==> src/hdl/pdv_pkg.sv <==
// ----------------------------------------------------------------------------
// pdv_pkg
// Shared widths, register indexes and pipeline record types for the
// perspective divide and viewport transform core.
// ----------------------------------------------------------------------------
package pdv_pkg;

  // Coordinate word width (signed fixed point)
  localparam int COORD_W = 32;
  // Viewport size register width
  localparam int SIZE_W  = 14;
  // APB data and address widths
  localparam int APB_DW  = 32;
  localparam int APB_AW  = 3;

  // Quotient bits produced by the long division (one per stage)
  localparam int QUO_W   = 33;
  // Partial remainder width
  localparam int REM_W   = 33;

  // Register stages: front, one per quotient bit, saturate, multiply, clamp
  localparam int NSTAGE  = QUO_W + 4;

  // Register indexes (byte address bit 2)
  localparam logic REG_WIDTH  = 1'b0;
  localparam logic REG_HEIGHT = 1'b1;

  // One dividend lane in flight through the divider
  typedef struct packed {
    logic               neg;   // quotient sign
    logic               ovf;   // quotient known to reach 2^33
    logic [REM_W-1:0]   rem;   // partial remainder
    logic [QUO_W-1:0]   quo;   // quotient bits so far
    logic [COORD_W-1:0] ma;    // dividend magnitude
  } lane_t;

  // Three lanes (x, y, z) sharing the divisor
  typedef struct packed {
    lane_t [2:0]        lane;
    logic [COORD_W-1:0] mw;    // divisor magnitude
    logic               wz;    // w was zero
  } div_pipe_t;

endpackage

==> src/hdl/pdv_div_stage.sv <==
// ----------------------------------------------------------------------------
// pdv_div_stage
// One restoring division step for the three lanes: shift in the next
// dividend bit, trial subtract the divisor, keep one quotient bit.
// ----------------------------------------------------------------------------
module pdv_div_stage #(
  parameter int FRAC_BITS = 16,
  parameter int BIT       = 32
) (
  input  logic               clk,
  input  logic               en,
  input  pdv_pkg::div_pipe_t d,
  output pdv_pkg::div_pipe_t q
);

  // Dividend is magnitude shifted left by FRAC_BITS: low bits are zero
  localparam bit NBIT_ON  = (BIT >= FRAC_BITS);
  localparam int NBIT_IDX = NBIT_ON ? (BIT - FRAC_BITS) : 0;

  logic [pdv_pkg::REM_W-1:0] rin  [3];
  logic [pdv_pkg::REM_W:0]   diff [3];
  logic                      nbit [3];
  pdv_pkg::div_pipe_t        q_next;

  // Trial subtract per lane
  always_comb begin
    q_next = d;
    for (int l = 0; l < 3; l++) begin
      nbit[l] = NBIT_ON ? d.lane[l].ma[NBIT_IDX] : 1'b0;
      rin[l]  = {d.lane[l].rem[pdv_pkg::REM_W-2:0], nbit[l]};
      diff[l] = {1'b0, rin[l]} - {2'b00, d.mw};
      q_next.lane[l].rem = diff[l][pdv_pkg::REM_W] ? rin[l]
                                                   : diff[l][pdv_pkg::REM_W-1:0];
      q_next.lane[l].quo = {d.lane[l].quo[pdv_pkg::QUO_W-2:0], ~diff[l][pdv_pkg::REM_W]};
    end
  end

  // Hold on stall
  always_ff @(posedge clk) begin
    if (en) begin
      q <= q_next;
    end
  end

endmodule

==> config.mk <==
export PLATFORM = sky130hd
export DESIGN_NAME = pdv_div_stage
export DESIGN_NICKNAME = d
export VERILOG_FILES = /design/src/hdl/pdv_pkg.sv /design/src/hdl/pdv_div_stage.sv
export SDC_FILE = /design/constraint.sdc
export NUM_CORES = 1
export LEC_CHECK = 0
export BUFFER_PORTS_ARGS = -buffer_cell sky130_fd_sc_hd__clkbuf_2
export CAP_MARGIN = 10
export CORE_AREA = 2 2 260 262
export CTS_CLUSTER_DIAMETER = 40
export DETAILED_ROUTE_END_ITERATION = 7
export DIE_AREA = 0 0 262 264
export GPL_TIMING_DRIVEN = 0
export PLACE_DENSITY = 0.56
export REMOVE_ABC_BUFFERS = 1
export SLEW_MARGIN = 5
export SYNTH_ARGS = -nofsm -noshare
export SYNTH_HDL_FRONTEND = slang
export SYNTH_SLANG_ARGS = --single-unit
==> constraint.sdc <==
create_clock -name clk -period 4.68 [get_ports clk]
set_input_delay 0.702 -clock clk [delete_from_list [all_inputs] [get_ports clk]]
set_output_delay 0.702 -clock clk [all_outputs]
set_load 0.01 [all_outputs]
==> out/metrics.csv <==
metric,value,unit
Min-Delay Path Class,primary input to flip-flop,
crit path kind,primary input to flip-flop,
Final Wtd Congestion,0.9805,
Vert. Die Dim,264,microns
nets@finish,2438,
1st-iter DRT viols,1304,
Slew Limit Fails,0,
Die Wd,262,microns
Worst setup SP type,primary input,
total die area,69170,sq um
P_leak,0.009994,uW
via count,13780,
"Hold Vio Cnt, Final",0,
max cap viols,0,
Yosys cell types,75,
vias per inst,4.698,
Flop pwr share,0.373,
PostCTS Resize Cnt,0,
Clock transition at path regs,0.06,ns
Clock Tree Root,clkbuf_16,
layout cells sized above 1,0.3955,
WL/cell,23.80,microns
multi-input logic area,6011,sq um
core area,66560,sq um
RSZ-0062 raised after global routing,false,
Routed Antenna Nets,0,
crit path max fanout,25,
setup TNS,0,ns
row count,95,
pin count of the biggest net entering global routing,106,
Worst Path Required,5.05,ns
P_sw,2922,uW
post-CTS setup buffers,0,
Max Fclk,256.9,MHz
fill count,6672,
clk buf depth,3,
Initial Utilization,0.2471,
Max-slew headroom,0.5451,
clock buffer count from CTS,61,
Mean Syn Cell Area,12.52,sq um
Tmin final,3.893,ns
vias in the first global route,13610,
number of remaining DRC errors,0,
Largest register FFs,333,
"Core Util, Final",0.3443,
Pint,7145,uW
setup violators final,0,
PortBufs,661,
total grt overflow,0,
Power per Cell Area,439.2,nW/um^2
YS warnings,0,
Sw Ratio,0.2902,
CP Capture Type,flip-flop,
first-pass GRT wire length,95.87,mm
initial antenna violation count,30,
top post-synthesis cells by area,"edfxtp_1, ha_1, a21oi_1, o21ai_0, xnor2_1",
register area,10000,sq um
Mapped Area,16450,sq um
VDD IR-drop max,0.2881,mV
Detailed Place HPWL,57.56,mm
number of synthesized flops with an enable pin,333,
biggest area consumer among synthesized cells,edfxtp_1,
All-Layer GR Usage,0.1926,
"FFs w/ async S/R, synth",0,
dominant synthesized flop cell,edfxtp_1,
Critical Path AT,4.26,ns
final cycle utilization of the critical path,0.8317,
Hold Buf Count CTS,0,
"most common cell after layout, fill and taps aside",clkbuf_2,
Clk pwr share,0.448,
most frequent cells in the layout,"clkbuf_2, edfxtp_1, a21oi_1, nand2_1, o21ai_0",
run status,completed,
Yosys top cell area share,0.6078,
synthesized flop and latch total,333,
combinational power share,0.179,
Pre-antenna DRT Iters,5,
largest register by flop count,q,
H-Tree Depth,2,
Cells after Synth,1314,
Largest regs,q: 333 flops,
WL final,69.77,mm
clock tree sinks,333,
P&R area growth vs syn,39.32,%
CTS tree,done,
post-synthesis sequential area ratio,0.6078,
Worst-Margin Slew,0.6798,ns
I/O pins,668,
==> layer usage <==
metal  vias up  share of wire  GRT usage
li1       6380              -          -
met1      6645           0.38     0.2180
met2       569           0.49     0.3354
met3       147          0.084    0.05680
met4        34          0.041    0.08016
met5         -         0.0034          0
==> metrics by stage <==
stage / cell area [sq um] / total power (uW) / hold WS (ns) / std cells / setup WS [ns]
floorplan: 16240 / 4733 / 0.8009 / 1273 / 0.5309
global placement: 20640 / 5632 / 0.8800 / 2807 / -2.759
detailed placement: 20810 / 5614 / 0.8807 / 2814 / 0.1629
CTS: 22900 / 10190 / 0.2086 / 2926 / 0.8114
global route: 22910 / 10480 / 0.2206 / 2930 / 0.5923
finish: 22920 / 10070 / 0.2534 / 2932 / 0.7874
==> cell families (layout without fill, tap and decap cells) <==
| group | after synthesis | after routing | share of synthesized area |
|---|---|---|---|
| multiplexers | 18 | 18 | 0.01255 |
| other | 0 | 6 | 0 |
| adder cells (fa/ha/maj) | 99 | 99 | 0.07667 |
| buffers and inverters | 105 | 844 | 0.02730 |
| AO/OA/AOI/OAI | 376 | 376 | 0.1468 |
| AND/OR/NAND/NOR | 300 | 300 | 0.08465 |
| XOR/XNOR | 83 | 83 | 0.04419 |
| flip-flops | 333 | 333 | 0.6078 |
==> path summary, 6_finish.rpt <==
| check | from | to | slack (ns) | cells after the start |
|---|---|---|---|---|
| max | d[2] | q[199] | 0.79 | 13 |
| min | d[183] | q[184] | 0.25 | 1 |
==> area by class of cell <==
class,count,area share
inverters,64,0.01048
well taps,873,0.04766
repair buffers,668,0.1514
clock inverters,49,0.02435
flip-flops and latches,333,0.4363
multi-input cells,876,0.2623
diodes,6,0.0006551
clock buffers,63,0.06693
==> synthesized netlist by cell type (4+ instances only) <==
library cell and instances:
o21ai_0 99, o21bai_1 8, o21a_1 13, a21boi_0 4, a21o_1 48, a211o_1 5, o21ai_1 6, clkbuf_2 7
a211oi_1 13, or3_1 8, o211ai_1 7, nor3_1 24, nand2_1 105, or2_2 4, nand2b_1 14, clkbuf_1 17
a31oi_1 12, o22ai_1 6, nand4_1 15, a21oi_1 105, ha_1 96, xor2_1 36, o221ai_1 4, xnor2_1 47
buf_2 10, nor2b_1 7, and2_1 7, o31ai_1 7, nor2_1 75, and3_1 9, inv_1 63, nand3_1 22
mux2_2 10, o31a_1 4, edfxtp_1 333
==> critical path, cell delays in order <==
cell and delay [ns]:
clkbuf_2 0.09, inv_1 0.28, ha_1 0.30, nor2b_1 0.14
o31a_1 0.30, o21ai_2 0.29, a211oi_1 0.18, and3b_2 0.37
o31ai_4 0.12, a221oi_4 0.65, buf_8 0.26, buf_8 0.20
mux2_2 0.35
==> power by group through the flow <==
| stage | Clock [uW] | Sequential (uW) | Combinational, uW |
|---|---|---|---|
| detailed placement | 0 | 3810 | 1800 |
| floorplan | 0 | 3970 | 763 |
| CTS | 4610 | 3760 | 1820 |
| global route | 4740 | 3780 | 1960 |
| global placement | 0 | 3850 | 1780 |
| finish | 4510 | 3750 | 1800 |
Power figures use the tool's default switching activity.
