==> src/hdl/pdv_pkg.sv <==
// ----------------------------------------------------------------------------
// pdv_pkg
// Shared widths, register indexes and pipeline record types for the
// perspective divide and viewport transform core.
// ----------------------------------------------------------------------------
package pdv_pkg;

  // Coordinate word width (signed fixed point)
  localparam int COORD_W = 32;
  // Viewport size register width
  localparam int SIZE_W  = 14;
  // APB data and address widths
  localparam int APB_DW  = 32;
  localparam int APB_AW  = 3;

  // Quotient bits produced by the long division (one per stage)
  localparam int QUO_W   = 33;
  // Partial remainder width
  localparam int REM_W   = 33;

  // Register stages: front, one per quotient bit, saturate, multiply, clamp
  localparam int NSTAGE  = QUO_W + 4;

  // Register indexes (byte address bit 2)
  localparam logic REG_WIDTH  = 1'b0;
  localparam logic REG_HEIGHT = 1'b1;

  // One dividend lane in flight through the divider
  typedef struct packed {
    logic               neg;   // quotient sign
    logic               ovf;   // quotient known to reach 2^33
    logic [REM_W-1:0]   rem;   // partial remainder
    logic [QUO_W-1:0]   quo;   // quotient bits so far
    logic [COORD_W-1:0] ma;    // dividend magnitude
  } lane_t;

  // Three lanes (x, y, z) sharing the divisor
  typedef struct packed {
    lane_t [2:0]        lane;
    logic [COORD_W-1:0] mw;    // divisor magnitude
    logic               wz;    // w was zero
  } div_pipe_t;

endpackage

==> src/hdl/pdv_cfg.sv <==
// ----------------------------------------------------------------------------
// pdv_cfg
// APB register file holding the viewport width and height.
// ----------------------------------------------------------------------------
module pdv_cfg (
  input  logic                        clk,
  input  logic                        rst,
  input  logic                        psel,
  input  logic                        penable,
  input  logic                        pwrite,
  input  logic [pdv_pkg::APB_AW-1:0]  paddr,
  input  logic [pdv_pkg::APB_DW-1:0]  pwdata,
  output logic [pdv_pkg::APB_DW-1:0]  prdata,
  output logic                        pready,
  output logic [pdv_pkg::SIZE_W-1:0]  width,
  output logic [pdv_pkg::SIZE_W-1:0]  height
);

  logic wr;

  assign pready = 1'b1;
  assign wr     = psel & penable & pwrite;

  // Write on the access phase of a transfer
  always_ff @(posedge clk) begin
    if (rst) begin
      width  <= pdv_pkg::SIZE_W'(640);
      height <= pdv_pkg::SIZE_W'(480);
    end else if (wr) begin
      case (paddr[2])
        pdv_pkg::REG_WIDTH:  width  <= pwdata[pdv_pkg::SIZE_W-1:0];
        pdv_pkg::REG_HEIGHT: height <= pwdata[pdv_pkg::SIZE_W-1:0];
        default: ;
      endcase
    end
  end

  // Read back the addressed register
  always_comb begin
    case (paddr[2])
      pdv_pkg::REG_WIDTH:  prdata = pdv_pkg::APB_DW'(width);
      pdv_pkg::REG_HEIGHT: prdata = pdv_pkg::APB_DW'(height);
      default:             prdata = '0;
    endcase
  end

endmodule

==> config.mk <==
export PLATFORM = sky130hd
export DESIGN_NAME = pdv_cfg
export DESIGN_NICKNAME = d
export VERILOG_FILES = /design/src/hdl/pdv_pkg.sv /design/src/hdl/pdv_cfg.sv
export SDC_FILE = /design/constraint.sdc
export NUM_CORES = 1
export LEC_CHECK = 0
export BUFFER_PORTS_ARGS = -buffer_cell sky130_fd_sc_hd__buf_2
export CORE_UTILIZATION = 45
export CTS_CLUSTER_DIAMETER = 40
export CTS_CLUSTER_SIZE = 24
export DETAILED_ROUTE_END_ITERATION = 8
export PLACE_DENSITY = 0.87
export SLEW_MARGIN = 20
export SYNTH_ARGS = -nofsm -noshare
export SYNTH_HDL_FRONTEND = slang
export SYNTH_SLANG_ARGS = --single-unit
==> constraint.sdc <==
create_clock -name clk -period 1.72 [get_ports clk]
set_input_delay 0.172 -clock clk [delete_from_list [all_inputs] [get_ports clk]]
set_output_delay 0.172 -clock clk [all_outputs]
set_load 0.01 [all_outputs]
==> results.py <==
metrics = {
    "outcome": {
        "status": "finished, final reports clean",
    },
    "sta": {
        "skew_ns": 0,
        "hold_viol": 0,
        "tightest_slew_ns": 0.587,
        "fmax_mhz": 761,
        "rsz0062_at_grt": "no",
        "setup_viol": 0,
        "period_minus_slack_ns": 1.31,
        "post-route-period-util_pct": 76.4,
        "setup_slack_ns": 0.406,
        "drv_slew": 0,
        "slew_headroom_pct": 60.8,
        "setup_tns_ns": 0,
    },
    "clock_network": {
        "cts_tree": "yes",
        "clockBufferDepth": 2,
        "post-cts-setup-buffer-count": 0,
        "hold_buffers": 0,
        "cts_resized": 0,
        "clkSinkCount": 28,
        "cts-root-buf": "clkbuf_4",
        "clk_latency_ns": 0.31,
        "h-tree-depth": 1,
        "numCtsBuffers": 3,
        "clk_pin_slew_ns": 0.15,
    },
    "run": {
        "maxCapViolCount": 0,
    },
    "global_route": {
        "grt_busiest_layer": "met2",
        "met2_usage_pct": 31.4,
        "grt.total_usage_pct": 16.6,
        "antenna_found_initial": 0,
        "grt_max_degree": 47,
        "grt_pass1_vias": 999,
        "grt_use_met1_pct": 18.0,
        "grt_overflow": 0,
        "grt.met3_usage_pct": 2.60,
        "grt_pass1_wl_mm": 4.40,
    },
    "setup_path": {
        "arrival_ns": 1.14,
        "critical_path_class": "in -> out",
        "crit_path_end_kind": "output port",
        "cp_max_fo": 11,
        "worstPathCellList": "buf_2 > buf_4 > mux2_2 > buf_2",
        "cpPeakStageDelay_ns": 0.35,
        "worstPathRequired_ns": 1.55,
        "cp_slowest_cell": "mux2_2",
        "crit_top_cell": "buf_2",
        "cp_num_buf_inv": 3,
        "critPathLaunchType": "primary input",
        "cp_top_family": "buffers and inverters",
    },
    "floorplan": {
        "io_pins": 101,
        "rows": 20,
        "die_x_um": 60.0,
        "fp.dieH_um": 60.0,
        "start_util_pct": 48.4,
        "core-area_sq_mm": 0.00313,
        "die-area_sq_mm": 0.00360,
    },
    "place": {
        "port_buffers": 61,
        "place_congestion": 0.639,
        "dpl_cell_area_sq_mm": 0.00175,
        "dp_hpwl_mm": 2.07,
        "pre_cts_ws_ns": 0.379,
    },
    "finish": {
        "nets": 247,
        "layout-drive-gt1-share_pct": 40.3,
        "nFillCells": 321,
        "fin_area_sq_mm": 0.00179,
        "multiInputGateArea_sq_um": 816,
        "seq_area_sq_um": 561,
        "syn_to_final_growth_pct": 18.2,
        "n_antenna_cell": 0,
    },
    "detailed_routing": {
        "firstDrtPassIters": 4,
        "drt_iter0_markers": 14,
        "ant_nets": 0,
        "drc": 0,
        "avgViaCountPerCell": 4.58,
        "vias": 1145,
        "wl_per_cell_um": 11.1,
        "wl_mm": 2.78,
    },
    "synthesis": {
        "seq_area_frac_synth_pct": 37.1,
        "yosys.cell_types.count": 14,
        "synthCells": 150,
        "ys_seq_elements": 28,
        "yosysWarnings": 0,
        "syn-mean-instance-area_sq_um": 10.1,
        "netlist_area_sq_mm": 0.00151,
    },
    "min_path": {
        "hp-class": "in -> reg",
    },
    "pwr": {
        "p_per_area_mw_per_mm2": 652,
        "ir_drop_v": 0.000311,
        "p_leak_nw": 0.898,
    },
}
## through the flow
| stage | std cells | util [%] | total power, mW | hold WS (ns) |
|---|---|---|---|---|
| 2_1_floorplan | 167 | - | 0.837 | 0.327 |
| 3_3_place_gp | 246 | 56.0 | 0.860 | 0.436 |
| 3_5_place_dp | 246 | 56.0 | 0.865 | 0.456 |
| 4_1_cts | 250 | 57.2 | 1.19 | 0.0812 |
| 5_1_grt | 250 | 57.2 | 1.23 | 0.0790 |
| 6_report | 250 | 57.2 | 1.17 | 0.0963 |
## power breakdown
group          total (mW)  switching (mW)  internal, mW
Combinational       0.176          0.0954        0.0804
Sequential          0.673          0.0100         0.663
Clock               0.317           0.187         0.129
## Yosys cell counts
| master | instances | area (sq um) |
|---|---|---|
| and4_1 | 1 | 8.76 |
| and4b_1 | 1 | 10.0 |
| buf_2 | 1 | 5.00 |
| buf_4 | 21 | 158 |
| buf_6 | 2 | 22.5 |
| clkbuf_1 | 4 | 15.0 |
| conb_1 | 2 | 7.51 |
| dfxtp_1 | 28 | 561 |
| mux2_2 | 14 | 158 |
| mux2i_1 | 28 | 280 |
| nand2b_1 | 35 | 219 |
| nand4_2 | 1 | 12.5 |
| nand4b_2 | 1 | 15.0 |
| nor2_1 | 11 | 41.3 |
## state kept, by name (all words and copies together) (netlist names)
register,flops
height,14
width,14
## layer usage
layer / up-vias / share of wire, %
li1: 575 / -
met1: 529 / 44
met2: 39 / 52
met3: 2 / 3.5
met4: 0 / 0.61
met5: - / 0
## worst min-delay path, cell delays in order
cell and delay [ns]:
buf_2 0.11, nand2b_1 0.06, mux2i_1 0.06
## cell usage in the layout (no fill, tap or decap)
cell      netlist  routed
conb_1          2      19
dfxtp_1        28      28
mux2_2         14      14
and4_1          1       1
nand4b_2        1       1
nand4_2         1       1
buf_4          21       2
clkbuf_8        0       1
buf_2           1      61
nand2b_1       35      35
nor2_1         11      11
mux2i_1        28      28
and4b_1         1       1
clkbuf_4        0       3
## path summary, 6_finish.rpt
kind | from | end | slack [ns] | cells after the start
worst max-delay path | paddr[2] | prdata[10] | 0.41 | 4
worst min-delay path | pwdata[5] | width[5]$_SDFFE_PP0P_ | 0.1 | 3
worst max register to register | width[7]$_SDFFE_PP1P_ | width[7]$_SDFFE_PP1P_ | 1.05 | 2
worst min register to register | width[2]$_SDFFE_PP0P_ | width[2]$_SDFFE_PP0P_ | 0.50 | 2
## kinds of logic (layout without fill, tap and decap cells)
| group | Yosys count | after routing | synth area share, % |
|---|---|---|---|
| flip-flops | 28 | 28 | 37.1 |
| multiplexers | 42 | 42 | 28.9 |
| AND/OR/NAND/NOR | 50 | 50 | 20.3 |
| buffers and inverters | 28 | 67 | 13.2 |
| other | 2 | 19 | 0.496 |
## layout make-up
cell class              instances  share of cell area, %
clock buffers                   4                   2.03
multi-input cells             111                   45.6
flip-flops and latches         28                   31.4
well taps                      44                   3.08
repair buffers                 63                   17.9
Note: power is estimated with default switching activity, not from simulation.
