[config.mk]
export PLATFORM = sky130hd
export DESIGN_NAME = pdv_map
export DESIGN_NICKNAME = d
export VERILOG_FILES = /design/src/hdl/pdv_pkg.sv /design/src/hdl/pdv_map.sv
export SDC_FILE = /design/constraint.sdc
export NUM_CORES = 2
export LEC_CHECK = 0
export BUFFER_PORTS_ARGS = -buffer_cell sky130_fd_sc_hd__buf_2
export CAP_MARGIN = 25
export CELL_PAD_IN_SITES_DETAIL_PLACEMENT = 0
export CELL_PAD_IN_SITES_GLOBAL_PLACEMENT = 2
export CORE_MARGIN = 2
export CORE_UTILIZATION = 40
export CTS_CLUSTER_DIAMETER = 30
export CTS_CLUSTER_SIZE = 14
export DETAILED_ROUTE_END_ITERATION = 7
export GPL_ROUTABILITY_DRIVEN = 0
export PLACE_DENSITY_LB_ADDON = 0.12
export SLEW_MARGIN = 10
export SYNTH_ARGS = -nofsm -noshare
export SYNTH_HDL_FRONTEND = slang
export SYNTH_SLANG_ARGS = --single-unit
[constraint.sdc]
create_clock -name clk -period 8.3 [get_ports clk]
set_input_delay 0 -clock clk [delete_from_list [all_inputs] [get_ports clk]]
set_output_delay 0 -clock clk [all_outputs]
set_load 0.01 [all_outputs]
[src/hdl/pdv_pkg.sv]
// ----------------------------------------------------------------------------
// pdv_pkg
// Shared widths, register indexes and pipeline record types for the
// perspective divide and viewport transform core.
// ----------------------------------------------------------------------------
package pdv_pkg;

  // Coordinate word width (signed fixed point)
  localparam int COORD_W = 32;
  // Viewport size register width
  localparam int SIZE_W  = 14;
  // APB data and address widths
  localparam int APB_DW  = 32;
  localparam int APB_AW  = 3;

  // Quotient bits produced by the long division (one per stage)
  localparam int QUO_W   = 33;
  // Partial remainder width
  localparam int REM_W   = 33;

  // Register stages: front, one per quotient bit, saturate, multiply, clamp
  localparam int NSTAGE  = QUO_W + 4;

  // Register indexes (byte address bit 2)
  localparam logic REG_WIDTH  = 1'b0;
  localparam logic REG_HEIGHT = 1'b1;

  // One dividend lane in flight through the divider
  typedef struct packed {
    logic               neg;   // quotient sign
    logic               ovf;   // quotient known to reach 2^33
    logic [REM_W-1:0]   rem;   // partial remainder
    logic [QUO_W-1:0]   quo;   // quotient bits so far
    logic [COORD_W-1:0] ma;    // dividend magnitude
  } lane_t;

  // Three lanes (x, y, z) sharing the divisor
  typedef struct packed {
    lane_t [2:0]        lane;
    logic [COORD_W-1:0] mw;    // divisor magnitude
    logic               wz;    // w was zero
  } div_pipe_t;

endpackage

[src/hdl/pdv_map.sv]
// ----------------------------------------------------------------------------
// pdv_map
// Back end: sign and saturate the quotients, scale NDC x and y by the
// viewport size, then halve toward zero and clamp to the 32-bit range.
// ----------------------------------------------------------------------------
module pdv_map #(
  parameter int FRAC_BITS = 16
) (
  input  logic                               clk,
  input  logic                               en_sat,
  input  logic                               en_mul,
  input  logic                               en_out,
  input  pdv_pkg::div_pipe_t                 d,
  input  logic [pdv_pkg::SIZE_W-1:0]         width,
  input  logic [pdv_pkg::SIZE_W-1:0]         height,
  output logic signed [pdv_pkg::COORD_W-1:0] screen_x,
  output logic signed [pdv_pkg::COORD_W-1:0] screen_y,
  output logic signed [pdv_pkg::COORD_W-1:0] ndc_depth,
  output logic                               w_zero,
  output logic                               saturated
);

  localparam int SUM_W  = pdv_pkg::COORD_W + 1;
  localparam int PROD_W = SUM_W + pdv_pkg::SIZE_W + 1;

  localparam logic [pdv_pkg::QUO_W-1:0] QPOS_MAX = pdv_pkg::QUO_W'(33'h0_7FFF_FFFF);
  localparam logic [pdv_pkg::QUO_W-1:0] QNEG_MAG = pdv_pkg::QUO_W'(33'h0_8000_0000);
  localparam logic signed [pdv_pkg::COORD_W-1:0] CMAX = 32'sh7FFF_FFFF;
  localparam logic signed [pdv_pkg::COORD_W-1:0] CMIN = 32'sh8000_0000;
  localparam logic signed [SUM_W-1:0]  ONE  = SUM_W'(1) << FRAC_BITS;
  localparam logic signed [PROD_W-1:0] PMAX = PROD_W'(CMAX);
  localparam logic signed [PROD_W-1:0] PMIN = PROD_W'(CMIN);

  // Saturate stage registers
  logic signed [pdv_pkg::COORD_W-1:0] ndc      [3];
  logic signed [pdv_pkg::COORD_W-1:0] ndc_next [3];
  logic                               lsat     [3];
  logic                               s_wz;
  logic                               s_sat;

  // Multiply stage registers
  logic signed [PROD_W-1:0]           px;
  logic signed [PROD_W-1:0]           py;
  logic signed [pdv_pkg::COORD_W-1:0] m_nz;
  logic                               m_wz;
  logic                               m_sat;

  // Clamp stage logic
  logic signed [SUM_W-1:0]            sum_x;
  logic signed [SUM_W-1:0]            sum_y;
  logic signed [PROD_W-1:0]           hx;
  logic signed [PROD_W-1:0]           hy;
  logic signed [pdv_pkg::COORD_W-1:0] sx_next;
  logic signed [pdv_pkg::COORD_W-1:0] sy_next;
  logic                               cx;
  logic                               cy;

  // Apply quotient sign and clamp to the NDC range
  always_comb begin
    for (int l = 0; l < 3; l++) begin
      if (d.lane[l].neg) begin
        lsat[l]     = d.lane[l].ovf | (d.lane[l].quo > QNEG_MAG);
        ndc_next[l] = lsat[l] ? CMIN
                              : pdv_pkg::COORD_W'(~d.lane[l].quo + 1'b1);
      end else begin
        lsat[l]     = d.lane[l].ovf | (d.lane[l].quo > QPOS_MAX);
        ndc_next[l] = lsat[l] ? CMAX : pdv_pkg::COORD_W'(d.lane[l].quo);
      end
    end
  end

  always_ff @(posedge clk) begin
    if (en_sat) begin
      for (int l = 0; l < 3; l++) begin
        ndc[l] <= ndc_next[l];
      end
      s_wz  <= d.wz;
      s_sat <= ~d.wz & (lsat[0] | lsat[1] | lsat[2]);
    end
  end

  // Scale (ndc + 1.0) by the viewport size
  assign sum_x = $signed({ndc[0][pdv_pkg::COORD_W-1], ndc[0]}) + ONE;
  assign sum_y = $signed({ndc[1][pdv_pkg::COORD_W-1], ndc[1]}) + ONE;

  always_ff @(posedge clk) begin
    if (en_mul) begin
      px    <= sum_x * $signed({1'b0, width});
      py    <= sum_y * $signed({1'b0, height});
      m_nz  <= ndc[2];
      m_wz  <= s_wz;
      m_sat <= s_sat;
    end
  end

  // Halve toward zero and clamp
  always_comb begin
    hx = (px + $signed(PROD_W'(px[PROD_W-1]))) >>> 1;
    hy = (py + $signed(PROD_W'(py[PROD_W-1]))) >>> 1;
    cx = (hx > PMAX) | (hx < PMIN);
    cy = (hy > PMAX) | (hy < PMIN);
    if (hx > PMAX) begin
      sx_next = CMAX;
    end else if (hx < PMIN) begin
      sx_next = CMIN;
    end else begin
      sx_next = hx[pdv_pkg::COORD_W-1:0];
    end
    if (hy > PMAX) begin
      sy_next = CMAX;
    end else if (hy < PMIN) begin
      sy_next = CMIN;
    end else begin
      sy_next = hy[pdv_pkg::COORD_W-1:0];
    end
  end

  // Output register: force zero when w was zero
  always_ff @(posedge clk) begin
    if (en_out) begin
      screen_x  <= m_wz ? '0 : sx_next;
      screen_y  <= m_wz ? '0 : sy_next;
      ndc_depth <= m_wz ? '0 : m_nz;
      w_zero    <= m_wz;
      saturated <= ~m_wz & (m_sat | cx | cy);
    end
  end

endmodule

==> flow_summary_export.csv <==
group,metric,value,unit
status,result_of_the_run,"complete, no violations",
finish,sequential_cell_area,9790,um^2
floorplanning,die-width,352,um
finish,final_util,46.1,%
timing,post-route-period-util,94.2,%
cts,ctsHtreeMaxLevel,3,
floorplanning,floorplan.initialDensity,40.4,%
route,routed_wl,132000,um
logic_synthesis,synth_top_area_share,34.8,%
global_routing,grt_pass1_vias,38500,
floorplanning,std_cell_core_area,120000,um^2
route,detail_route.vias_per_cell,5.08,
worst_setup_path,reg2reg_slack,0.48,ns
worst_setup_path,cp_data_arrival_time,8.26,ns
finish,most_common_library_cell_in_the_layout_ignoring_fill_and_taps,"sky130_fd_sc_hd__inv_1",
finish,nFillCells,11800,
finish,area_occupied_by_multi_input_gates,34000,um^2
route,postRouteAntennaNets,0,
route,via_count,35900,
floorplanning,ios,463,
logic_synthesis,syn_nets,6546,
timing,hold_violations,0,
cts,cts-root-to-sink-buffers,3,
logic_synthesis,synth-seq-area-share,20.2,%
cts,cts_buffers,73,
route,drt_first_pass_iters,5,
worst_setup_path,worst_setup_path_end_kind,"flop",
worst_setup_path,critical_path_max_stage_delay,0.53,ns
global_routing,first_pass_grt_wire_length,217000,um
place,dpl.hpwl,107000,um
flow_run,cap_viol_max_count,0,
timing,fmaxAchievable,128,MHz
logic_synthesis,mappedNetlistArea,48500,um^2
timing,holdWs,0.0567,ns
global_routing,antenna_found_initial,8,
logic_synthesis,synth-seq-cells,326,
worst_setup_path,critPathMaxFanout,12,
cts,worst_skew_pair_latency,0.64,ns
timing,worst-slew-pin-transition,1.13,ns
finish,final_design_area_no_fill,55300,um^2
cts,clk_pin_slew_worst_paths,0.05,ns
logic_synthesis,synth_top_area_cell,"sky130_fd_sc_hd__fa_1",
timing,finalWorstPathRequiredPeriod,7.82,ns
place,placed_cell_area,51200,um^2
floorplanning,placementRows,127,
logic_synthesis,synthTopCellsByArea,"sky130_fd_sc_hd__fa_1 (35%), sky130_fd_sc_hd__edfxtp_1 (20%), sky130_fd_sc_hd__inv_1 (7.9%), sky130_fd_sc_hd__ha_1 (5.9%), sky130_fd_sc_hd__and2_1 (5.8%)",
finish,area_delta_synth_final,14.1,%
hold_path,whs_endpoint,"ndc[2][28]$_DFFE_PP_",
hold_path,min-delay-path-class,"input pin to flop",
timing,skew_final,0.0295,ns
timing,setup_violations,0,
timing,max_slew_margin,23.9,%
global_routing,grt_use_total,22.0,%
worst_setup_path,crit_start_category,"flop",
worst_setup_path,timing.setup.critical_path_class,"flop to flop",
place,numPortBuffers,235,
route,route.detailed.wl_per_inst,18.7,um
worst_setup_path,critPathRequiredTime,8.74,ns
logic_synthesis,synthesis.yosys.warnings,0,
hold_path,worstHoldStart,"d[332]",
cts,clk_root_buffer_cell,"sky130_fd_sc_hd__clkbuf_16",
floorplanning,die-area,124000,um^2
logic_synthesis,synth_edf_count,326,
worst_setup_path,worstRegToRegCells,28,
cts,tritoncts_num_sinks,326,
finish,drive_above_1_share,8.41,%
finish,nets,6839,
worst_setup_path,timing.rr.end,"px[47]$_DFFE_PP_",
route,number_of_design_rule_violations_left_after_detail_routing,0,
timing,report.final.slew_viol_count,0,
timing,fin_setup_tns,0,ns
finish,commonest_non_fill_non_tap_cells_in_the_layout,"sky130_fd_sc_hd__inv_1 (1017), sky130_fd_sc_hd__fa_1 (844), sky130_fd_sc_hd__nand2_1 (655), sky130_fd_sc_hd__and2_1 (451), sky130_fd_sc_hd__edfxtp_1 (326)",
floorplanning,die_h,352,um
cts,tritoncts,"done",
route,initialDrtViolationCount,1956,
logic_synthesis,synthFlopType,"sky130_fd_sc_hd__edfxtp_1",
global_routing,gr-total-overflow,0,
logic_synthesis,cells_after_synth,5109,
hold_path,hold-path-cell-count,4,
worst_setup_path,timing.critical_path.slowest_stage_cell,"sky130_fd_sc_hd__fa_1",
global_routing,grt_start_max_net_pins,73,
logic_synthesis,async_flop_share,0,%
worst_setup_path,cpMostUsedCell,"sky130_fd_sc_hd__fa_1",
logic_synthesis,syn-mean-instance-area,9.49,um^2
worst_setup_path,worst_flop_to_flop_path_startpoint,"ndc[0][18]$_DFFE_PP_",
logic_synthesis,synthDistinctLibCells,89,
==> worst max-delay path: cells and delay by family, from the launching register on <==
| kind | cells | cell delay (ns) |
|---|---|---|
| buffers and inverters | 6 | 0.65 |
| XOR/XNOR | 1 | 0.42 |
| flip-flops | 1 | 0.40 |
| AND/OR/NAND/NOR | 8 | 1.61 |
| multiplexers | 1 | 0.13 |
| adder cells (fa/ha/maj) | 7 | 3.07 |
| AO/OA/AOI/OAI | 5 | 1.37 |
==> synth_stat cells, types with 84 or more instances <==
| library cell | n |
|---|---|
| sky130_fd_sc_hd__fa_1 | 844 |
| sky130_fd_sc_hd__and2_1 | 451 |
| sky130_fd_sc_hd__a21oi_1 | 111 |
| sky130_fd_sc_hd__clkbuf_1 | 198 |
| sky130_fd_sc_hd__ha_1 | 228 |
| sky130_fd_sc_hd__xnor2_1 | 114 |
| sky130_fd_sc_hd__nand3_1 | 84 |
| sky130_fd_sc_hd__edfxtp_1 | 326 |
| sky130_fd_sc_hd__o21ai_0 | 162 |
| sky130_fd_sc_hd__nand2_1 | 655 |
| sky130_fd_sc_hd__nor2_1 | 112 |
| sky130_fd_sc_hd__inv_1 | 1017 |
==> worst max path at each step <==
| stage | slack (ns) | end | startpoint |
|---|---|---|---|
| 2_1_floorplan | 0.91 | px[44]$_DFFE_PP_ | ndc[0][18]$_DFFE_PP_ |
| 3_3_place_gp | 0.42 | py[47]$_DFFE_PP_ | ndc[1][18]$_DFFE_PP_ |
| 4_1_cts | 0.38 | px[46]$_DFFE_PP_ | ndc[0][18]$_DFFE_PP_ |
| 3_5_place_dp | 0.41 | px[46]$_DFFE_PP_ | ndc[0][18]$_DFFE_PP_ |
| 6_report | 0.48 | px[47]$_DFFE_PP_ | ndc[0][18]$_DFFE_PP_ |
| 5_1_grt | -0.02 | px[46]$_DFFE_PP_ | ndc[0][18]$_DFFE_PP_ |
==> sequential cells by signal, indices dropped and copies added (netlist names), 32 cells and up <==
name / flops
ndc: 96
px: 48
py: 48
m_nz: 32
ndc_depth: 32
screen_x: 32
screen_y: 32
==> cells by family (layout without fill, tap and decap cells) <==
group,after synthesis,after routing,share of synthesized area [%]
multiplexers,11,11,0.230
adder cells (fa/ha/maj),1072,1072,40.7
flip-flops,326,326,20.2
buffers and inverters,1244,1596,9.80
AO/OA/AOI/OAI,548,548,7.38
AND/OR/NAND/NOR,1711,1711,18.1
XOR/XNOR,197,197,3.56
other,0,6,0
==> repair_timing <==
action,4_1_cts,5_1_grt
hold buffers,152,0
setup endpoints to repair,0,2
setup buffers,0,0
resized for setup,0,2
hold endpoints to repair,228,0
==> area by class of cell <==
cell class                 count  share of cell area, %
sequential                   326                   17.7
tap                         1612                   3.65
clock buffer                  82                   3.36
multi-input combinational   3539                   61.4
clock inverter                52                   1.28
inverter                    1018                   6.91
antenna                        6                 0.0271
timing repair buffer         444                   5.68
==> through the flow <==
| step | cells | setup WS [ns] |
|---|---|---|
| floorplan | 5109 | 0.907 |
| CTS | 7072 | 0.379 |
| global route | 7075 | -0.0225 |
| detailed placement | 6786 | 0.411 |
| global placement | 6785 | 0.416 |
| finish | 7079 | 0.477 |
==> metal layers <==
layer  routed length [um]  track usage (%)
met1                66400             33.3
met2                57000             33.5
met3                 6670             3.54
met4                 2040             3.91
met5                   35                0
Power is left out: the tool's default activity adds up to more than one toggle a clock period on the data nets, which glitch-free logic cannot reach.
