**src/hdl/pdv_pkg.sv**
```systemverilog
// ----------------------------------------------------------------------------
// pdv_pkg
// Shared widths, register indexes and pipeline record types for the
// perspective divide and viewport transform core.
// ----------------------------------------------------------------------------
package pdv_pkg;

  // Coordinate word width (signed fixed point)
  localparam int COORD_W = 32;
  // Viewport size register width
  localparam int SIZE_W  = 14;
  // APB data and address widths
  localparam int APB_DW  = 32;
  localparam int APB_AW  = 3;

  // Quotient bits produced by the long division (one per stage)
  localparam int QUO_W   = 33;
  // Partial remainder width
  localparam int REM_W   = 33;

  // Register stages: front, one per quotient bit, saturate, multiply, clamp
  localparam int NSTAGE  = QUO_W + 4;

  // Register indexes (byte address bit 2)
  localparam logic REG_WIDTH  = 1'b0;
  localparam logic REG_HEIGHT = 1'b1;

  // One dividend lane in flight through the divider
  typedef struct packed {
    logic               neg;   // quotient sign
    logic               ovf;   // quotient known to reach 2^33
    logic [REM_W-1:0]   rem;   // partial remainder
    logic [QUO_W-1:0]   quo;   // quotient bits so far
    logic [COORD_W-1:0] ma;    // dividend magnitude
  } lane_t;

  // Three lanes (x, y, z) sharing the divisor
  typedef struct packed {
    lane_t [2:0]        lane;
    logic [COORD_W-1:0] mw;    // divisor magnitude
    logic               wz;    // w was zero
  } div_pipe_t;

endpackage

```
**src/hdl/pdv_div_front.sv**
```systemverilog
// ----------------------------------------------------------------------------
// pdv_div_front
// Divider entry stage: magnitudes, quotient signs, early overflow check and
// the starting partial remainder for the x, y and z lanes.
// ----------------------------------------------------------------------------
module pdv_div_front #(
  parameter int FRAC_BITS = 16
) (
  input  logic                               clk,
  input  logic                               en,
  input  logic signed [pdv_pkg::COORD_W-1:0] clip_x,
  input  logic signed [pdv_pkg::COORD_W-1:0] clip_y,
  input  logic signed [pdv_pkg::COORD_W-1:0] clip_z,
  input  logic signed [pdv_pkg::COORD_W-1:0] clip_w,
  output pdv_pkg::div_pipe_t                 q
);

  // Dividend bits above this position are consumed before the first step
  localparam int PRE_SHIFT = pdv_pkg::QUO_W - FRAC_BITS;

  logic [pdv_pkg::COORD_W-1:0] a     [3];
  logic [pdv_pkg::COORD_W-1:0] ma    [3];
  logic [pdv_pkg::COORD_W-1:0] top   [3];
  logic [pdv_pkg::COORD_W-1:0] mw;
  pdv_pkg::div_pipe_t          q_next;

  assign a[0] = clip_x;
  assign a[1] = clip_y;
  assign a[2] = clip_z;

  // Take magnitudes and test for a quotient of 2^33 or more
  always_comb begin
    mw = clip_w[pdv_pkg::COORD_W-1] ? (~clip_w + 1'b1) : clip_w;
    q_next.mw = mw;
    q_next.wz = (clip_w == '0);
    for (int l = 0; l < 3; l++) begin
      ma[l]  = a[l][pdv_pkg::COORD_W-1] ? (~a[l] + 1'b1) : a[l];
      top[l] = ma[l] >> PRE_SHIFT;
      q_next.lane[l].neg = a[l][pdv_pkg::COORD_W-1] ^ clip_w[pdv_pkg::COORD_W-1];
      q_next.lane[l].ovf = (top[l] >= mw);
      q_next.lane[l].rem = pdv_pkg::REM_W'(top[l]);
      q_next.lane[l].quo = '0;
      q_next.lane[l].ma  = ma[l];
    end
  end

  // Hold on stall
  always_ff @(posedge clk) begin
    if (en) begin
      q <= q_next;
    end
  end

endmodule

```
**config.mk**
```make
export PLATFORM = sky130hd
export DESIGN_NAME = pdv_div_front
export DESIGN_NICKNAME = d
export VERILOG_FILES = /design/src/hdl/pdv_pkg.sv /design/src/hdl/pdv_div_front.sv
export SDC_FILE = /design/constraint.sdc
export NUM_CORES = 1
export LEC_CHECK = 0
export ABC_AREA = 1
export BUFFER_PORTS_ARGS = -buffer_cell sky130_fd_sc_hd__buf_2
export CAP_MARGIN = 5
export CORE_AREA = 2 2 180 182
export DETAILED_ROUTE_END_ITERATION = 7
export DIE_AREA = 0 0 182 184
export PLACE_DENSITY = 0.73
export SYNTH_ARGS = -nofsm -noshare
export SYNTH_HDL_FRONTEND = slang
export SYNTH_SLANG_ARGS = --single-unit
```
**constraint.sdc**
```tcl
create_clock -name clk -period 2.5 [get_ports clk]
set_input_delay 0.125 -clock clk [delete_from_list [all_inputs] [get_ports clk]]
set_output_delay 0.125 -clock clk [all_outputs]
set_load 0.05 [all_outputs]
```
==> results of run 1 <==
## logic make-up after synthesis
kind of cell	Yosys count
buffers and inverters	340
other	1
AO/OA/AOI/OAI	96
adder cells (fa/ha/maj)	49
flip-flops	135
XOR/XNOR	101
AND/OR/NAND/NOR	438
## cell usage in the layout (no fill, tap or decap), types with 4 or more instances in the layout
master,netlist,routed
sky130_fd_sc_hd__buf_2,3,308
sky130_fd_sc_hd__nand2_1,167,165
sky130_fd_sc_hd__conb_1,1,153
sky130_fd_sc_hd__edfxtp_1,135,135
sky130_fd_sc_hd__inv_1,118,117
sky130_fd_sc_hd__nor2_1,112,112
sky130_fd_sc_hd__buf_4,199,104
sky130_fd_sc_hd__xor2_1,74,73
sky130_fd_sc_hd__ha_1,49,48
sky130_fd_sc_hd__nand3_1,43,41
sky130_fd_sc_hd__a21oi_1,36,35
sky130_fd_sc_hd__nor3_1,29,27
sky130_fd_sc_hd__xnor2_1,27,27
sky130_fd_sc_hd__o21ai_0,27,26
sky130_fd_sc_hd__nand2_2,20,22
sky130_fd_sc_hd__clkbuf_16,0,17
sky130_fd_sc_hd__nor2_2,16,15
sky130_fd_sc_hd__inv_2,10,11
sky130_fd_sc_hd__nand4_1,11,11
sky130_fd_sc_hd__o21ai_1,9,10
sky130_fd_sc_hd__nand3_2,7,8
sky130_fd_sc_hd__nor4_1,6,6
sky130_fd_sc_hd__or2_2,6,6
sky130_fd_sc_hd__o31ai_1,6,6
sky130_fd_sc_hd__a31oi_1,5,5
sky130_fd_sc_hd__o21ai_2,6,4
sky130_fd_sc_hd__o21a_1,4,4
sky130_fd_sc_hd__clkinv_4,0,4
## area by class of cell
class | count | share of cell area
multi-input combinational | 837 | 0.372
tap | 402 | 0.0392
clock inverter | 13 | 0.0124
sequential | 135 | 0.316
timing repair buffer | 419 | 0.189
antenna | 3 | 0.000585
clock buffer | 17 | 0.0331
inverter | 130 | 0.0380
## repair_timing
| item | CTS | global route |
|---|---|---|
| resized for setup | 0 | 18 |
| setup buffers | 0 | 3 |
| hold endpoints to repair | 3 | 0 |
| setup endpoints to repair | 0 | 3 |
| hold buffers | 3 | 0 |
## power by group through the flow
stage               sequential [mW]  combinational [mW]  clock [mW]
floorplan                      3.69                1.70           0
global placement               2.90                3.05           0
detailed placement             2.90                3.09           0
CTS                            2.86                3.10        2.63
global route                   2.88                3.30        2.72
finish                         2.85                3.12        2.58
## worst min-delay path by stage
stage                                   to  slack (ps)  cells after the start
after floorplan           q[133]$_DFFE_PP_         220                      0
after global placement     q[33]$_DFFE_PP_         320                      1
after detailed placement  q[133]$_DFFE_PP_         320                      1
after CTS                 q[249]$_DFFE_PP_           1                      2
after global routing      q[249]$_DFFE_PP_           6                      2
final                     q[249]$_DFFE_PP_          20                      2
## metal layers
| layer | part of all wire | routed length (µm) | track usage |
|---|---|---|---|
| met5 | 0 | 0 | 0 |
| met4 | 0.040 | 1250 | 0.0839 |
| met2 | 0.51 | 15800 | 0.329 |
| met1 | 0.39 | 12000 | 0.195 |
| met3 | 0.064 | 1990 | 0.0323 |
==> results.cfg, run 1 <==
[run_status]
outcome = complete, no violations

[cells_and_area]
layout_top_registers = q: 135 flops
area.sequential_mm2 = 0.00405
final_core_utilization = 0.409
area_growth_syn_to_layout_pct = 25.9
net_count_of_the_finished_layout = 1719
final.fill_count = 3130
multi_input_area_mm2 = 0.00478
largest_register = q
drive_gt1_frac = 0.344
final_design_area_no_fill_mm2 = 0.0128
final-instance-count-excl-fill = 1956
largest_register_ff_count = 135

[yosys]
dominantRegCellSynth = sky130_fd_sc_hd__edfxtp_1
area_contributors_post_synth = sky130_fd_sc_hd__edfxtp_1 (40%), sky130_fd_sc_hd__buf_4 (15%), sky130_fd_sc_hd__xor2_1 (6.4%)
netlist.top_cell.by_area = sky130_fd_sc_hd__edfxtp_1
yosys.cell_types.count = 42
async_flop_share = 0
netlist_top_cells_count = sky130_fd_sc_hd__buf_4 (199), sky130_fd_sc_hd__nand2_1 (167), sky130_fd_sc_hd__edfxtp_1 (135), sky130_fd_sc_hd__inv_1 (118), sky130_fd_sc_hd__nor2_1 (112)
synthDominantCellAreaShare = 0.397
synth.yosys.seq_area_share = 0.397
post_synthesis_sequential_element_count = 135
post_synth_fa_ha_maj_area_fraction = 0.0601
synth.yosys.warnings = 0
synth_mux_area_frac = 0
synth_area_per_cell_um2 = 8.79
synth_top_family_by_area = simple AND/OR/NAND/NOR gates
synthesis.area_mm2 = 0.0102
synth-xor-area-share = 0.0867
netlist_instances = 1160
complex_gate_fraction_of_the_synthesized_area = 0.0536
synth_edf_count = 135
post-synth-top-count-cell = sky130_fd_sc_hd__buf_4
yosys.area_share.simple = 0.203

[floorplanning]
core_mm2 = 0.0314
die_width_um = 182
dieArea_mm2 = 0.0335
die_height_um = 184
num_rows = 65
initial_utilization = 0.325
io-pin-count = 463

[drt]
drc_errors = 0
wl_per_cell_um = 15.9
drt_iter0_markers = 431
drt_pass1_iterations = 5
routed_wirelength_um = 31000
vias = 8750
antenna_left = 0
vias_per_cell = 4.47

[worst_setup_path]
critPathMaxFanout = 3
cp_slowest_stage_delay_ps = 260
type_of_element_capturing_the_critical_path = flop
crit_path_start = clip_z[0]
critical_path.slowest_cell = sky130_fd_sc_hd__ha_1
cp.depth = 19
worst-endpoint-required_ps = 2690
timing.critical_path.buf_inv = 3
path_cells = buf_2 -> inv_2 -> ha_4 -> nand3_4 -> nor3_4 -> nand2_2 -> nor2_4 -> nand3_2 -> buf_4 -> nand2_1 -> xor2_2 -> ha_1 -> a21oi_1 -> o21a_1 -> nor2_1 -> nor3_2 -> nor3_1 -> nor2_1 -> nor2_1
critPathMostFrequentCell = sky130_fd_sc_hd__nor2_1
crit_path_start_kind = primary input
crit_type = in -> reg
cp_data_arrival_time_ps = 2530
timing.critical_path.to = q[331]$_DFFE_PP_
critical-path-top-delay-family = simple AND/OR/NAND/NOR gates

[cts]
tritoncts_num_sinks = 135
cts_made_buffers = 17
clk_path_buf_depth = 2
cts_tree = yes
cts_root_buffer = sky130_fd_sc_hd__clkbuf_16
path_clk_slew_ps = 60
clock_tree.htree_level_count = 4

[placed_design]
detailed_place_hpwl_um = 25100
preCtsSetupSlack_ps = -384
io_buffer_count = 309
gp_congestion = 0.941
dpl.cell_count = 1917
dpl-instance-area_mm2 = 0.0121

[power]
ir_drop_mv = 0.464
sequentialPowerShare = 0.334
cellPowerDensity_mw_per_mm2 = 666
design_internal_power_mw = 5.03
clock_power_share = 0.302
post-layout-total-power_mw = 8.56
power.switching_mw = 3.53
part_of_the_total_power_dissipated_in_combinational_logic = 0.365
sw_frac_of_total = 0.413
p_leak_nw = 6.33

[timing]
setup_viol = 0
final.setup.tns_ps = 0
fin_ws_ps = 163
fin_crit_sh = 0.935
drv_slew = 0
timing.final.hold_violations = 0
finalWorstPathRequiredPeriod_ps = 2340
rsz0062_at_grt = yes
fmax_mhz = 428
holdWs_ps = 16.0

[min_path]
holdCritStartpoint = clip_z[16]
timing.hold.worst.class = in -> reg

[grt]
globalRouteOverflowTotal = 0
track_usage = 0.177
grt_first_pass_wirelength_um = 44900
antenna_found_initial = 3
grt_start_max_net_pins = 50
grt_pass1_vias = 8264

[run]
cap_viol_max_count = 0
No activity file was read; power rests on OpenSTA's default activity.
==> run 2, diff against run 1 <==
--- a/config.mk
+++ b/config.mk
@@ -8,10 +8,10 @@
 export ABC_AREA = 1
 export BUFFER_PORTS_ARGS = -buffer_cell sky130_fd_sc_hd__buf_2
 export CAP_MARGIN = 5
-export CORE_AREA = 2 2 180 182
+export CORE_AREA = 2 2 178 180
 export DETAILED_ROUTE_END_ITERATION = 7
-export DIE_AREA = 0 0 182 184
-export PLACE_DENSITY = 0.73
+export DIE_AREA = 0 0 180 182
+export PLACE_DENSITY = 0.72
 export SYNTH_ARGS = -nofsm -noshare
 export SYNTH_HDL_FRONTEND = slang
 export SYNTH_SLANG_ARGS = --single-unit
==> constraint.sdc (replaced) <==
create_clock -name clk -period 2.22 [get_ports clk]
set_input_delay 0.111 -clock clk [delete_from_list [all_inputs] [get_ports clk]]
set_output_delay 0.111 -clock clk [all_outputs]
set_load 0.05 [all_outputs]
==> run 2 against run 1 <==
Net effect: flip-flop and latch count unchanged; the run now ends with setup timing left; global-route usage grew 0.33 points; setup slack got worse by 200 ps; first-iteration DRC count increased by 1.6%; non-clock buffer count is 62 higher; via count up 1.7%; sequential share of layout area fell by 1.9 points; die area down 2.2%; sequential power rose by 13%; final area rose by 6.3%; clock power rose by 15%; worst hold slack improved by 3.7 ps.
==> results.cfg, run 2 (synthesis gave the netlist of run 1 again) <==
[run_status]
outcome = finished, violations left
failing_checks = setup timing

[worst_setup_path]
critPathMaxFanout = 4
cp_data_arrival_time_ps = 2440
worst-endpoint-required_ps = 2400
crit_type = in -> reg
crit_path_start = clip_y[1]
type_of_element_capturing_the_critical_path = flop
crit_path_start_kind = primary input

[power]
ir_drop_mv = 0.523
part_of_the_total_power_dissipated_in_combinational_logic = 0.370
cellPowerDensity_mw_per_mm2 = 719
clock_power_share = 0.302
design_internal_power_mw = 5.77
power.switching_mw = 4.04
sw_frac_of_total = 0.412
sequentialPowerShare = 0.328
p_leak_nw = 6.68

[cells_and_area]
area_growth_syn_to_layout_pct = 33.8
layout.cells.most_common_list = sky130_fd_sc_hd__buf_2 (305), sky130_fd_sc_hd__buf_4 (162), sky130_fd_sc_hd__nand2_1 (161), sky130_fd_sc_hd__conb_1 (153), sky130_fd_sc_hd__edfxtp_1 (135)
final.fill_count = 3004
layout_top_registers = q: 135 flops
layout.cells.most_common = sky130_fd_sc_hd__buf_2
drive_gt1_frac = 0.396
area.sequential_mm2 = 0.00405
net_count_of_the_finished_layout = 1781
multi_input_area_mm2 = 0.00503
largest_register_ff_count = 135
final_core_utilization = 0.441
largest_register = q

[timing]
fmax_mhz = 443
fin_ws_ps = -39.4
rsz0062_at_grt = yes
drv_slew = 0
timing.final.hold_violations = 0
setup_viol = 1
holdWs_ps = 19.7
finalWorstPathRequiredPeriod_ps = 2260
fin_crit_sh = 1.02

[floorplanning]
die_height_um = 182
die_width_um = 180
initial_utilization = 0.329
io-pin-count = 463
dieArea_mm2 = 0.0328
core_mm2 = 0.0310
num_rows = 65

[drt]
wl_per_cell_um = 15.2
drt_iter0_markers = 438
vias = 8903
routed_wirelength_um = 30700
antenna_left = 0
drt_pass1_iterations = 5
vias_per_cell = 4.41
drc_errors = 0

[cts]
cts_tree = yes
clock_tree.htree_level_count = 4
cts_root_buffer = sky130_fd_sc_hd__clkbuf_16
tritoncts_num_sinks = 135
cts_made_buffers = 17
path_clk_slew_ps = 70
clk_path_buf_depth = 2

[placed_design]
detailed_place_hpwl_um = 24900
io_buffer_count = 309
preCtsSetupSlack_ps = -697
gp_congestion = 0.907

[min_path]
timing.hold.worst.class = in -> reg
holdCritStartpoint = clip_y[4]

[run]
cap_viol_max_count = 0

[grt]
track_usage = 0.180
antenna_found_initial = 4
grt_first_pass_wirelength_um = 45500
grt_pass1_vias = 8593
grt_start_max_net_pins = 58
globalRouteOverflowTotal = 0
[run 2: cell count changes in the layout (fill, tap and decap cells not counted), moves of 6 or more]
| cell | before | now |
|---|---|---|
| sky130_fd_sc_hd__buf_4 | 104 | 162 |
| sky130_fd_sc_hd__inv_1 | 117 | 107 |
| sky130_fd_sc_hd__buf_6 | 1 | 7 |
| sky130_fd_sc_hd__xor2_1 | 73 | 67 |
| sky130_fd_sc_hd__xor2_2 | 1 | 7 |
[run 2: timing repair]
action / 4_1_cts / 5_1_grt
endpoints found under the setup margin: 2 / 3
resized for setup: 14 / 62
endpoints found under the hold margin: 3 / 0
setup buffers: 3 / 9
hold buffers: 3 / 0
pin swaps: 16 / 33
[run 2: final cells by class]
class,instances,area share
diodes,3,0.000550
clock buffers,17,0.0312
clock inverters,15,0.0127
inverters,130,0.0387
multi-input cells,837,0.369
flip-flops and latches,135,0.297
well taps,402,0.0368
repair buffers,481,0.214
[run 2: critical path: stages]
cell and delay, ps:
sky130_fd_sc_hd__buf_2 140, sky130_fd_sc_hd__inv_12 60, sky130_fd_sc_hd__ha_4 120, sky130_fd_sc_hd__nand4_1 150
sky130_fd_sc_hd__inv_2 120, sky130_fd_sc_hd__nand4_4 110, sky130_fd_sc_hd__nor3_4 190, sky130_fd_sc_hd__a21oi_1 110
sky130_fd_sc_hd__xor2_1 210, sky130_fd_sc_hd__ha_1 290, sky130_fd_sc_hd__a21oi_1 150, sky130_fd_sc_hd__o21a_1 140
sky130_fd_sc_hd__nor2_1 50, sky130_fd_sc_hd__nor3_2 250, sky130_fd_sc_hd__nor3_2 70, sky130_fd_sc_hd__nor2_1 100
sky130_fd_sc_hd__nor2_1 50
[run 2: through the flow]
stage          total power, mW  instance area (µm²)  cells  setup TNS [ps]
2_1_floorplan             6.08                10900   1312           -99.5
5_1_grt                   10.2                13600   2019            -360
3_3_place_gp              6.77                12600   1970           -1390
4_1_cts                   9.82                13300   2008               0
3_5_place_dp              6.82                12600   1970           -1610
6_report                  9.81                13700   2020           -39.4
[run 2: power by group through the flow]
stage	Combinational [mW]	Sequential [mW]	Clock [mW]
2_1_floorplan	1.92	4.16	0
3_3_place_gp	3.50	3.27	0
3_5_place_dp	3.54	3.28	0
4_1_cts	3.58	3.23	3.01
5_1_grt	3.85	3.24	3.12
6_report	3.63	3.22	2.96
[run 2: final timing paths]
path | endpoint | depth (start not counted) | slack [ps]
min | q[137]$_DFFE_PP_ | 2 | 20
max | q[231]$_DFFE_PP_ | 17 | -40
[run 2: routing by layer]
metal	global-route usage	up-vias	share of wire
met2	0.334	376	0.52
met4	0.0758	2	0.028
met5	0	-	0.00033
met1	0.204	4132	0.39
li1	-	4341	-
met3	0.0301	52	0.064
